## src/aavr_pkg.sv

```systemverilog
`default_nettype none
package aavr_pkg;

	localparam int unsigned CORDIC_STEPS_DEF = 16;
	localparam int unsigned ATAN_ENTRIES = 24;

	localparam logic signed [33:0] PI_Q28      = 34'sd843314857;
	localparam logic signed [33:0] TWO_PI_Q28  = 34'sd1686629713;
	localparam logic signed [33:0] HALF_PI_Q28 = 34'sd421657428;
	localparam logic signed [31:0] ONE_Q28     = 32'sd268435456;
	localparam logic signed [31:0] GAIN_Q28    = 32'sd163008219;

	typedef struct packed {
		logic signed [31:0] vec_x;
		logic signed [31:0] vec_y;
		logic signed [31:0] vec_z;
		logic signed [15:0] axis_x;
		logic signed [15:0] axis_y;
		logic signed [15:0] axis_z;
		logic signed [15:0] turn_angle;
	} in_t;

	typedef struct packed {
		logic signed [31:0] rot_x;
		logic signed [31:0] rot_y;
		logic signed [31:0] rot_z;
	} out_t;

	// data handed from one CORDIC cell to the next
	typedef struct packed {
		logic               neg;
		logic signed [31:0] x;
		logic signed [31:0] y;
		logic signed [31:0] z;
		in_t                item;
	} cord_t;

	function automatic logic signed [31:0] atan_q28(input logic [4:0] i);
		logic signed [31:0] r;
		case (i)
			5'd0:  r = 32'sd210828714;
			5'd1:  r = 32'sd124459457;
			5'd2:  r = 32'sd65760959;
			5'd3:  r = 32'sd33381290;
			5'd4:  r = 32'sd16755422;
			5'd5:  r = 32'sd8385879;
			5'd6:  r = 32'sd4193963;
			5'd7:  r = 32'sd2097109;
			5'd8:  r = 32'sd1048571;
			5'd9:  r = 32'sd524287;
			5'd10: r = 32'sd262144;
			5'd11: r = 32'sd131072;
			5'd12: r = 32'sd65536;
			5'd13: r = 32'sd32768;
			5'd14: r = 32'sd16384;
			5'd15: r = 32'sd8192;
			5'd16: r = 32'sd4096;
			5'd17: r = 32'sd2048;
			5'd18: r = 32'sd1024;
			5'd19: r = 32'sd512;
			5'd20: r = 32'sd256;
			5'd21: r = 32'sd128;
			5'd22: r = 32'sd64;
			5'd23: r = 32'sd32;
			default: r = 32'sd0;
		endcase
		return r;
	endfunction

endpackage
`default_nettype wire

```

## src/aavr_cell.sv

```systemverilog
`default_nettype none
module aavr_cell #(
	parameter int unsigned STEP = 0
) (
	input  wire logic           clk,
	input  wire logic           arst_n,
	input  wire logic           en,
	input  wire logic           vld,
	input  wire aavr_pkg::cord_t dat,
	output logic                vld_q,
	output aavr_pkg::cord_t     dat_q
);
	import aavr_pkg::*;

	localparam logic signed [31:0] ATAN = atan_q28(5'(STEP));

	logic signed [31:0] dx;
	logic signed [31:0] dy;
	cord_t nxt;

	assign dx = dat.y >>> STEP;
	assign dy = dat.x >>> STEP;

	always_comb begin
		nxt = dat;
		if (!dat.z[31]) begin
			nxt.x = dat.x - dx;
			nxt.y = dat.y + dy;
			nxt.z = dat.z - ATAN;
		end else begin
			nxt.x = dat.x + dx;
			nxt.y = dat.y - dy;
			nxt.z = dat.z + ATAN;
		end
	end

	always_ff @(posedge clk or negedge arst_n) begin
		if (!arst_n) begin
			vld_q <= 1'b0;
		end else if (en) begin
			vld_q <= vld;
		end
	end

	always_ff @(posedge clk) begin
		if (en) begin
			dat_q <= nxt;
		end
	end

endmodule
`default_nettype wire

```

## config.mk

```make
export PLATFORM = sky130hd
export DESIGN_NAME = aavr_cell
export DESIGN_NICKNAME = d
export VERILOG_FILES = /design/src/aavr_pkg.sv /design/src/aavr_cell.sv
export SDC_FILE = /design/constraint.sdc
export NUM_CORES = 1
export LEC_CHECK = 0
export ABC_CLOCK_PERIOD_IN_PS = 1600
export BUFFER_PORTS_ARGS = -buffer_cell sky130_fd_sc_hd__buf_2
export CAP_MARGIN = 5
export CORE_AREA = 3 3 202 204
export CTS_CLUSTER_SIZE = 14
export DETAILED_ROUTE_END_ITERATION = 10
export DIE_AREA = 0 0 205 207
export PLACE_DENSITY = 0.74
export SLEW_MARGIN = 20
export SYNTH_ARGS = -nofsm -noshare
export SYNTH_HDL_FRONTEND = slang
export SYNTH_SLANG_ARGS = --single-unit
```

## constraint.sdc

```tcl
create_clock -name clk -period 1.6 [get_ports clk]
set_clock_uncertainty 0.15 [all_clocks]
set_input_delay 0.32 -clock clk [delete_from_list [all_inputs] [get_ports clk]]
set_output_delay 0.32 -clock clk [all_outputs]
set_load 0.02 [all_outputs]
```

# After elaboration in Yosys (flattened, before gate mapping)
# Index checks and enable logic that the tools add are counted.
totals:
  register_bits: 258
classes:
  add_sub_neg: 5
  mux: 1
op_table:
  columns: ["operator", "n"]
  rows:
  - ["2-to-1 mux 96 bit", 1]
  - ["subtractor 32 bit", 2]
  - ["adder 32 x 29 -> 32 bit, second input constant", 1]
  - ["adder 32 bit", 1]
  - ["subtractor 32 x 29 -> 32 bit, second input constant", 1]

# Logic depth before layout (Yosys ltp)
# Gate-level depths: netlist of run 1.
depth:
  depth_word: 2
  depth_mapped: 12

# Worst setup path after synthesis of run 1
# No wires, ideal clock.
synth_path:
  path_type: "input to register"
  from: "input dat[191] in the netlist's numbering"
  to: "register dat_q[176] in the netlist's numbering (data pin)"
  path_buffers: 2
  setup_ps: 260
  stages: 12
  t_required_ps: 1190
  arrival_time_ps: 2704
  path_slack_ps: -1514
  cell_sequence: "inv_1 > clkbuf_1 > buf_2 > ha_1 > a211oi_1 > o211ai_1 > a41oi_2 > o211ai_2 > a31o_2 > a21o_1 > a21oi_1 > xnor2_1"
synth_rtl:
  columns: ["element", "line_no", "rtl"]
  rows:
  - ["start, declared", "aavr_cell.sv:9", "input wire aavr_pkg::cord_t dat,"]
  - ["end signal, assigned", "aavr_cell.sv:47", "dat_q <= nxt;"]
  - ["end, declared", "aavr_cell.sv:11", "output aavr_pkg::cord_t dat_q"]

==> results.cfg, run 1 <==
[floorplan]
chipWidth_um = 205
die-area_mm2 = 0.0424
fp.coreArea_mm2 = 0.0395
die_y_um = 207
io_pins = 519
rows = 73
initial_core_util = 0.382

[place]
globalplace.congestion = 1.01
pre_cts_ws_ps = -1710
io_buffers = 518
post-dp-hpwl_mm = 56.3
post-place-cells = 2786

[synth]
syn_area_mm2 = 0.0151
yosys.area.top_type = edfxtp_1
synth_area_leaders = edfxtp_1, ha_1, a21oi_1
synthFlopType = edfxtp_1
netlist_instances = 1334
yosys_register_bits = 257
synth.yosys.seq_area_share = 0.511
async_flop_share = 0.00389
netlist-cell-type-count = 91
ys_warn_count = 0
synth_nets = 1722
syn_avg_cell_area_um2 = 11.3
synth_top_area_frac = 0.510
synth_edf_count = 256

[grt]
antenna_found_initial = 11
grt_pass1_wl_mm = 113
overflow = 0
grt_usage = 0.355
grt_pass1_vias = 17200
grt_max_degree = 54

[worst_setup_path]
critPathKind = input port to flip-flop
startpoint_type = input port
end_kind = flip-flop
r2r_start = vld_q
cp-startpoint = dat[193]
cp_data_arrival_time_ps = 2680
r2r-end = vld_q
critPathMaxFanout = 3
r2r_slack_ps = 620
reg2regPathDepth = 1
worstPathRequired_ps = 1780

[timing]
worstMarginPinSlew_ps = 736
final_hold_viol_count = 0
drv_slew = 0
min_period_over_period = 1.56
fmax_ghz = 0.400
setup_ws_ps = -898
period_minus_slack_ps = 2500
whs_ps = 71.7
grt_setup_unrepaired = true
relSlewSlack = 0.509
setup_viol = 269

[power]
powerDensity_mw_per_mm2 = 886
p_leak_nw = 12.7
worst_ir_drop_vdd_uv = 918

[clock_tree]
cts_tree = built
cts_buffers = 30
cts_max_level = 1
cts_buffer_depth = 3
cts-root-buf = clkbuf_16
clkTransAtPathRegs_ps = 60
clk_latency_ps = 590
cts.sinks = 257

[final_layout]
drive_gt1_frac = 0.561
nNetsFinal = 2921
fillers = 2560
area_delta_synth_final_pct = 93.5
instances_no_fill = 3092

[worst_hold_path]
hp-class = input port to flip-flop
holdCritStartpoint = dat[190]
holdPathStages = 3
hold_end = dat_q[190]

[outcome]
status = complete, but fails checks
violations = setup timing

[routing]
routedWlPerCell_um = 26.4
drc_errors = 0
wl_mm = 81.5
drt_iter0_markers = 1664
ant_nets = 0
first_pass_iters = 5
via_per_inst = 5.42
via_count = 16800

[job]
maxCapViolations = 0
## where the power goes
part | switching, W | leakage [nW] | internal [W]
clock | 0.00313 | 0.468 | 0.00376
combinational | 0.00513 | 9.71 | 0.00491
sequential | 0.000531 | 2.52 | 0.00838
total | 0.00879 | 12.7 | 0.0171
## worst max-delay path, cell delays in order
cell and delay, ps:
buf_12 120, inv_12 40, ha_4 190, and2b_2 240, o211ai_4 110, a311oi_4 400
o31ai_4 120, o41ai_4 430, buf_4 210, a31o_4 170, mux2i_1 200, nand4b_1 120
## area by class of cell
| class | instances | area (um^2) | share of cell area |
|---|---|---|---|
| timing repair buffer | 1215 | 10500 | 0.359 |
| multi-input combinational | 917 | 8830 | 0.303 |
| clock buffer | 30 | 751 | 0.0257 |
| clock inverter | 23 | 199 | 0.00682 |
| inverter | 112 | 528 | 0.0181 |
| antenna | 13 | 32.5 | 0.00111 |
| sequential | 257 | 7710 | 0.264 |
| tap | 525 | 657 | 0.0225 |
## logic make-up (layout without fill, tap and decap cells)
group	after synthesis	in the layout	synth area share
XOR/XNOR	86	86	0.0499
AO/OA/AOI/OAI	412	412	0.188
other	0	13	0
flip-flops	257	257	0.511
multiplexers	8	8	0.00548
adder cells (fa/ha/maj)	127	127	0.107
AND/OR/NAND/NOR	284	284	0.0928
buffers and inverters	160	1380	0.0455
## cells in the mapped netlist, types with 8 or more instances
cell        n
edfxtp_1  256
o21bai_1   13
o21a_1     16
xnor2_1    73
nor2b_1    13
xor2_1     13
nand2b_1   11
o21ai_0    75
or3_1       8
nor3_1     25
a21o_1     32
ha_1      123
buf_2      20
o31ai_1    17
nand4_1     8
a21oi_1   133
clkbuf_1   15
nand2_1    67
nor2_1     86
nand3_1    22
a211oi_1   16
o211ai_1   11
inv_1     107
## sequential cells by signal (all words and copies together), names as in the netlist
signal	cells
dat_q	256
vld_q	1
## metrics by stage
stage	power, W	util	cell area (um^2)	TNS (ps)
final	0.0258	0.740	29200	-53330
after global routing	0.0266	0.739	29200	-63480
after detailed placement	0.0162	0.571	22500	-103050
after CTS	0.0249	0.713	28100	-47950
after global placement	0.0161	0.571	22500	-101770
after floorplan	0.0125	-	16000	-58390
## cell usage in the layout (no fill, tap or decap), types with 38 or more instances in the layout
cell / n
buf_6: 306
buf_2: 251
xnor2_1: 60
nand2_1: 54
buf_4: 453
ha_4: 38
nor2_1: 75
a21oi_1: 79
ha_1: 78
inv_1: 81
dlygate4sd3_1: 168
edfxtp_1: 256
## worst max path at each step
stage,endpoint,slack (ps)
after global routing,dat_q[245],-930
final,dat_q[221],-900
after floorplan,dat_q[222],-1210
after global placement,dat_q[221],-1630
after CTS,dat_q[222],-850
after detailed placement,dat_q[221],-1710
## routing by layer
layer	global-route usage	wire (um)
met4	0.207	6040
met5	0	27
met2	0.582	38800
met1	0.426	29300
met3	0.0798	7320
## repair_timing
| item | CTS | global route |
|---|---|---|
| endpoints found under the hold margin | 176 | 0 |
| endpoints found under the setup margin | 321 | 334 |
| pin swaps | 162 | 101 |
| hold buffers | 168 | 0 |
| gates cloned | 1 | 0 |
| setup buffers | 48 | 37 |
| resized for setup | 686 | 199 |
Power figures use the tool's default switching activity.
==> inputs of run 2 (changes only) <==
--- a/config.mk
+++ b/config.mk
@@ -12,6 +12,7 @@
 export CTS_CLUSTER_SIZE = 14
 export DETAILED_ROUTE_END_ITERATION = 10
 export DIE_AREA = 0 0 205 207
+export GPL_TIMING_DRIVEN = 0
 export PLACE_DENSITY = 0.74
 export SLEW_MARGIN = 20
 export SYNTH_ARGS = -nofsm -noshare
==> run 2 against run 1 <==
Net effect: the flow still finishes with violations (setup timing); sequential share of layout area grew 3.5 points; global-route usage shrank 2.7 points; routed wire length shrank 9.2%; via count shrank 8.7%; sequential power shrank 2.5%; hold slack lost 28 ps; total power shrank 4.0%; first-iteration DRC count shrank 4.7%; die area is the same; cell count shrank 11%; flip-flop and latch count is the same; non-clock buffer count shrank 331; critical path type unchanged.
==> results.cfg, run 2 (synthesis gave the netlist of run 1 again) <==
[outcome]
status = complete, but fails checks
violations = setup timing

[place]
post-dp-hpwl_mm = 52.0
io_buffers = 518
post-place-cells = 2380
dpl_cell_area_mm2 = 0.0194
globalplace.congestion = 0.978

[final_layout]
final_area_mm2 = 0.0257
reg_top3 = dat_q (256), vld_q (1)
layout_commonest_cell = buf_2
nNetsFinal = 2594
fillers = 2924
largest_reg_flops = 256
area_delta_synth_final_pct = 70.6
top_register = dat_q
final_cell_mix = buf_2, edfxtp_1, dlygate4sd3_1
drive_gt1_frac = 0.498
fin_util = 0.652
instances_no_fill = 2760

[power]
comb_power_share = 0.340
intPower_w = 0.0165
worst_ir_drop_vdd_uv = 614
p_leak_nw = 10.8
p_sw_w = 0.00829
p_seq_frac = 0.351
p_total_w = 0.0248
powerDensity_mw_per_mm2 = 964
switching_share = 0.334
clkPwrFrac = 0.309

[worst_setup_path]
critPathKind = input port to flip-flop
cp_top_family = compound AO/OA/AOI/OAI gates
worstPathRequired_ps = 1730
worstPathCellList = buf_12, buf_12, inv_12, ha_4, fa_2, nand2b_4, a21oi_4, o21ai_4, a2111oi_4, o21ai_2, o311a_1, a221o_1, xnor2_1
critPathBufInv = 3
cp_data_arrival_time_ps = 2830
cpMaxStageDelayCell = a2111oi_4
startpoint_type = input port
critical_path.most_common_cell = buf_12
end_kind = flip-flop
critPathMaxFanout = 4
max_stage_delay_ps = 390

[timing]
grt_setup_unrepaired = true
min_period_over_period = 1.69
final_hold_viol_count = 0
setup_viol = 111
worstMarginPinSlew_ps = 975
relSlewSlack = 0.350
setup_ws_ps = -1100
period_minus_slack_ps = 2700
fmax_ghz = 0.371
drv_slew = 0

[routing]
via_count = 15300
ant_nets = 0
wl_mm = 74.0
via_per_inst = 5.55
drt_iter0_markers = 1585
first_pass_iters = 5
routedWlPerCell_um = 26.8
drc_errors = 0

[clock_tree]
cts_buffers = 34
clk_latency_ps = 550
cts_tree = built
cts_max_level = 2
cts_buffer_depth = 3
clkTransAtPathRegs_ps = 60
cts-root-buf = clkbuf_16
cts.sinks = 257

[floorplan]
die_y_um = 207
die-area_mm2 = 0.0424
io_pins = 519
rows = 73
fp.coreArea_mm2 = 0.0395
chipWidth_um = 205
initial_core_util = 0.382

[grt]
antenna_found_initial = 8
grt_pass1_vias = 15200
grt_pass1_wl_mm = 103
overflow = 0
grt_max_degree = 79
grt_usage = 0.328

[worst_hold_path]
hp-class = input port to flip-flop

[job]
maxCapViolations = 0
[run 2: changes by cell type in the layout (fill, tap and decap cells not counted), moves of 5 or more]
| cell | change |
|---|---|
| buf_2 | +177 |
| buf_6 | -185 |
| clkbuf_2 | +8 |
| a21oi_1 | -6 |
| clkbuf_16 | +7 |
| a21oi_2 | +11 |
| a21oi_4 | -5 |
| buf_16 | +5 |
| buf_4 | -338 |
| clkbuf_1 | +8 |
| diode_2 | -8 |
| ha_4 | -5 |
| ha_1 | +7 |
| buf_12 | -11 |
[run 2: worst min-delay path, cell delays in order]
cell and delay (ps):
buf_12 90, ha_4 110, inv_1 30
[run 2: per-layer routing]
metal | track usage | vias up | wire length (um)
met2 | 0.519 | 871 | 34300
li1 | - | 6688 | -
met5 | 0 | - | 27
met4 | 0.172 | 4 | 4690
met3 | 0.0795 | 223 | 6610
met1 | 0.415 | 7530 | 28400
[run 2: power groups by stage]
stage	Sequential (W)	Combinational, W	Clock [W]
2_1_floorplan	0.00968	0.00278	0
3_3_place_gp	0.00879	0.00617	0
3_5_place_dp	0.00875	0.00620	0
4_1_cts	0.00865	0.00768	0.00776
5_1_grt	0.00875	0.00880	0.00806
6_report	0.00870	0.00844	0.00766
[run 2: path summary, 6_finish.rpt]
check / startpoint / endpoint / slack (ps) / depth (start not counted)
setup / recovery: dat[192] / dat_q[222] / -1100 / 13
hold / removal: dat[224] / dat_q[224] / 40 / 3
setup reg to reg: vld_q / vld_q / 680 / 1
hold reg to reg: vld_q / vld_q / 400 / 1
max in group asynchronous: arst_n / vld_q / 630 / 3
min in group asynchronous: arst_n / vld_q / 550 / 3
[run 2: timing repair]
item | CTS | global route
setup buffers | 101 | 53
hold buffers | 167 | 0
hold endpoints to repair | 182 | 0
setup endpoints to repair | 205 | 167
resized for setup | 331 | 238
pin swaps | 113 | 100
cloned | 4 | 0
[run 2: layout make-up]
type / instances / area [um^2] / share of cell area
clock buffers: 39 / 901 / 0.0350
flip-flops and latches: 257 / 7710 / 0.300
plain buffers: 46 / 422 / 0.0164
diodes: 5 / 12.5 / 0.000486
well taps: 525 / 657 / 0.0255
clock inverters: 21 / 204 / 0.00793
repair buffers: 838 / 6460 / 0.251
multi-input cells: 917 / 8810 / 0.342
inverters: 112 / 547 / 0.0212
[run 2: stage by stage]
stage          hold slack, ps  TNS [ps]  setup WS [ps]
3_5_place_dp            -48.5   -201380          -2280
5_1_grt                  35.8    -61680          -1100
3_3_place_gp            -52.4  -1028050          -3660
2_1_floorplan            -126    -58390          -1210
6_report                 43.8    -58260          -1100
4_1_cts                  18.2    -50880          -1070
==> inputs of run 3 (changes only) <==
--- a/config.mk
+++ b/config.mk
@@ -5,15 +5,15 @@
 export SDC_FILE = /design/constraint.sdc
 export NUM_CORES = 1
 export LEC_CHECK = 0
-export ABC_CLOCK_PERIOD_IN_PS = 1600
+export ABC_CLOCK_PERIOD_IN_PS = 3000
 export BUFFER_PORTS_ARGS = -buffer_cell sky130_fd_sc_hd__buf_2
 export CAP_MARGIN = 5
-export CORE_AREA = 3 3 202 204
+export CORE_AREA = 3 3 198 200
 export CTS_CLUSTER_SIZE = 14
 export DETAILED_ROUTE_END_ITERATION = 10
-export DIE_AREA = 0 0 205 207
+export DIE_AREA = 0 0 201 203
 export GPL_TIMING_DRIVEN = 0
-export PLACE_DENSITY = 0.74
+export PLACE_DENSITY = 0.76
 export SLEW_MARGIN = 20
 export SYNTH_ARGS = -nofsm -noshare
 export SYNTH_HDL_FRONTEND = slang
==> constraint.sdc (replaced) <==
create_clock -name clk -period 3 [get_ports clk]
set_clock_uncertainty 0.15 [all_clocks]
set_input_delay 0.6 -clock clk [delete_from_list [all_inputs] [get_ports clk]]
set_output_delay 0.6 -clock clk [all_outputs]
set_load 0.02 [all_outputs]
==> run 3 against run 2 <==
Net effect: the run still ends with setup timing left; total power shrank 54%; sequential share of layout area grew 8.3 points; clock power shrank 54%; global-route usage shrank 2.9 points; critical path depth is the same; combinational power shrank 61%; routed wire length shrank 13%; sequential power shrank 47%; critical path type unchanged; largest power group unchanged.
==> results.cfg, run 3 (synthesis gave the netlist of run 1 again) <==
[worst_hold_path]
hp-class = input port to flip-flop

[worst_setup_path]
end_kind = flip-flop
startpoint_type = input port
worstPathRequired_ps = 3150
max_stage_delay_ps = 330
cpMaxStageDelayCell = o211ai_4
cp_data_arrival_time_ps = 3190
critPathKind = input port to flip-flop
worstPathCellList = buf_16, inv_2, clkbuf_8, buf_16, ha_4, o21ai_2, o211ai_1, a41oi_2, o211ai_4, a211oi_2, o311a_1, a211oi_2, xnor2_1
critPathMaxFanout = 24

[final_layout]
largest_reg_flops = 256
final_cell_mix = buf_2, edfxtp_1, a21oi_1
instances_no_fill = 2445
drive_gt1_frac = 0.387
fillers = 3328
nNetsFinal = 2296
top_register = dat_q
layout_commonest_cell = buf_2
reg_top3 = dat_q (256), vld_q (1)
multi_input_area_mm2 = 0.00722
seq_area_mm2 = 0.00771
area_delta_synth_final_pct = 33.5

[clock_tree]
cts_tree = built
clkTransAtPathRegs_ps = 60
cts_max_level = 1
cts_buffer_depth = 3
cts_buffers = 30
clk_latency_ps = 560
cts.sinks = 257
cts-root-buf = clkbuf_16

[outcome]
status = complete, but fails checks
violations = setup timing

[floorplan]
io_pins = 519
die-area_mm2 = 0.0408
fp.coreArea_mm2 = 0.0376
rows = 71
chipWidth_um = 201
initial_core_util = 0.401
die_y_um = 203

[place]
pre_cts_ws_ps = -1210
post-place-cells = 2365
io_buffers = 518
globalplace.congestion = 0.942
post-dp-hpwl_mm = 51.1

[job]
maxCapViolations = 0

[routing]
drt_iter0_markers = 1321
wl_mm = 64.1
first_pass_iters = 5
routedWlPerCell_um = 26.2
ant_nets = 0
via_count = 13600
via_per_inst = 5.57
drc_errors = 0

[timing]
min_period_over_period = 1.01
grt_setup_unrepaired = true
setup_viol = 2
final_hold_viol_count = 0
fmax_ghz = 0.329
setup_ws_ps = -36.9
relSlewSlack = 0.442
period_minus_slack_ps = 3040
drv_slew = 0
worstMarginPinSlew_ps = 837

[grt]
overflow = 0
grt_pass1_wl_mm = 90.4
antenna_found_initial = 8
grt_usage = 0.298
grt_pass1_vias = 13200
grt_max_degree = 104

[power]
worst_ir_drop_vdd_uv = 427
powerDensity_mw_per_mm2 = 570
p_leak_nw = 8.69
## run 3: cell types whose count changed in the layout (fill, tap and decap cells not counted), moves of 37 or more
| cell | change |
|---|---|
| dlygate4sd3_1 | -165 |
| buf_6 | -115 |
| buf_2 | +104 |
| buf_4 | -89 |
| a21oi_1 | +49 |
| o21ai_0 | +37 |
## run 3: layout make-up
| type | instances | share of cell area |
|---|---|---|
| Buffer | 48 | 0.0150 |
| Clock buffer | 33 | 0.0389 |
| Timing Repair Buffer | 542 | 0.143 |
| Multi-Input combinational cell | 917 | 0.359 |
| Antenna cell | 3 | 0.000373 |
| Clock inverter | 22 | 0.00802 |
| Inverter | 112 | 0.0214 |
| Tap cell | 511 | 0.0318 |
| Sequential cell | 257 | 0.383 |
## run 3: power by group
group / internal (W) / switching [W]
sequential: 0.00446 / 0.000148
combinational: 0.00115 / 0.00217
clock: 0.00198 / 0.00158
## run 3: path summary, 6_finish.rpt
check,start,slack (ps),depth (start not counted),endpoint
max reg2reg,vld_q,2050,1,vld_q
max in group asynchronous,arst_n,2410,2,vld_q
max,dat[191],-40,13,dat_q[188]
min reg2reg,vld_q,430,1,vld_q
min,dat[256],50,1,dat_q[256]
min in group asynchronous,arst_n,200,2,vld_q
## run 3: worst max-delay path: cells and delay by family
family                     cells  cell delay [ps]
AOI/OAI and AO/OA              7             1540
buffers and inverters          4              600
adders and majority gates      1              300
xor gates and xnor gates       1              130
## run 3: per-stage QoR
step | utilization | instance area, um^2 | hold WS [ps] | setup TNS (ps) | power, W
finish | 0.536 | 20100 | 53.9 | -50.4 | 0.0115
global route | 0.536 | 20100 | 29.1 | -310 | 0.0119
CTS | 0.525 | 19700 | 29.2 | 0 | 0.0114
detailed placement | 0.492 | 18500 | 233 | -42040 | 0.00776
global placement | 0.490 | 18400 | 238 | -645590 | 0.00777
floorplan | - | 15200 | 154 | -195 | 0.00645
## run 3: repair_timing
item	4_1_cts	5_1_grt
setup endpoints to repair	35	37
endpoints found under the hold margin	1	0
resized for setup	36	69
pin swaps	12	27
hold buffers	1	0
buffers inserted	7	14
## run 3: routing by layer
layer | GRT usage | part of all wire | routed length, um | up-vias
li1 | - | - | - | 6087
met1 | 0.385 | 0.39 | 25200 | 6660
met2 | 0.485 | 0.46 | 29700 | 744
met3 | 0.0798 | 0.10 | 6490 | 129
met4 | 0.106 | 0.040 | 2580 | 10
met5 | 0 | 0.0011 | 73 | -
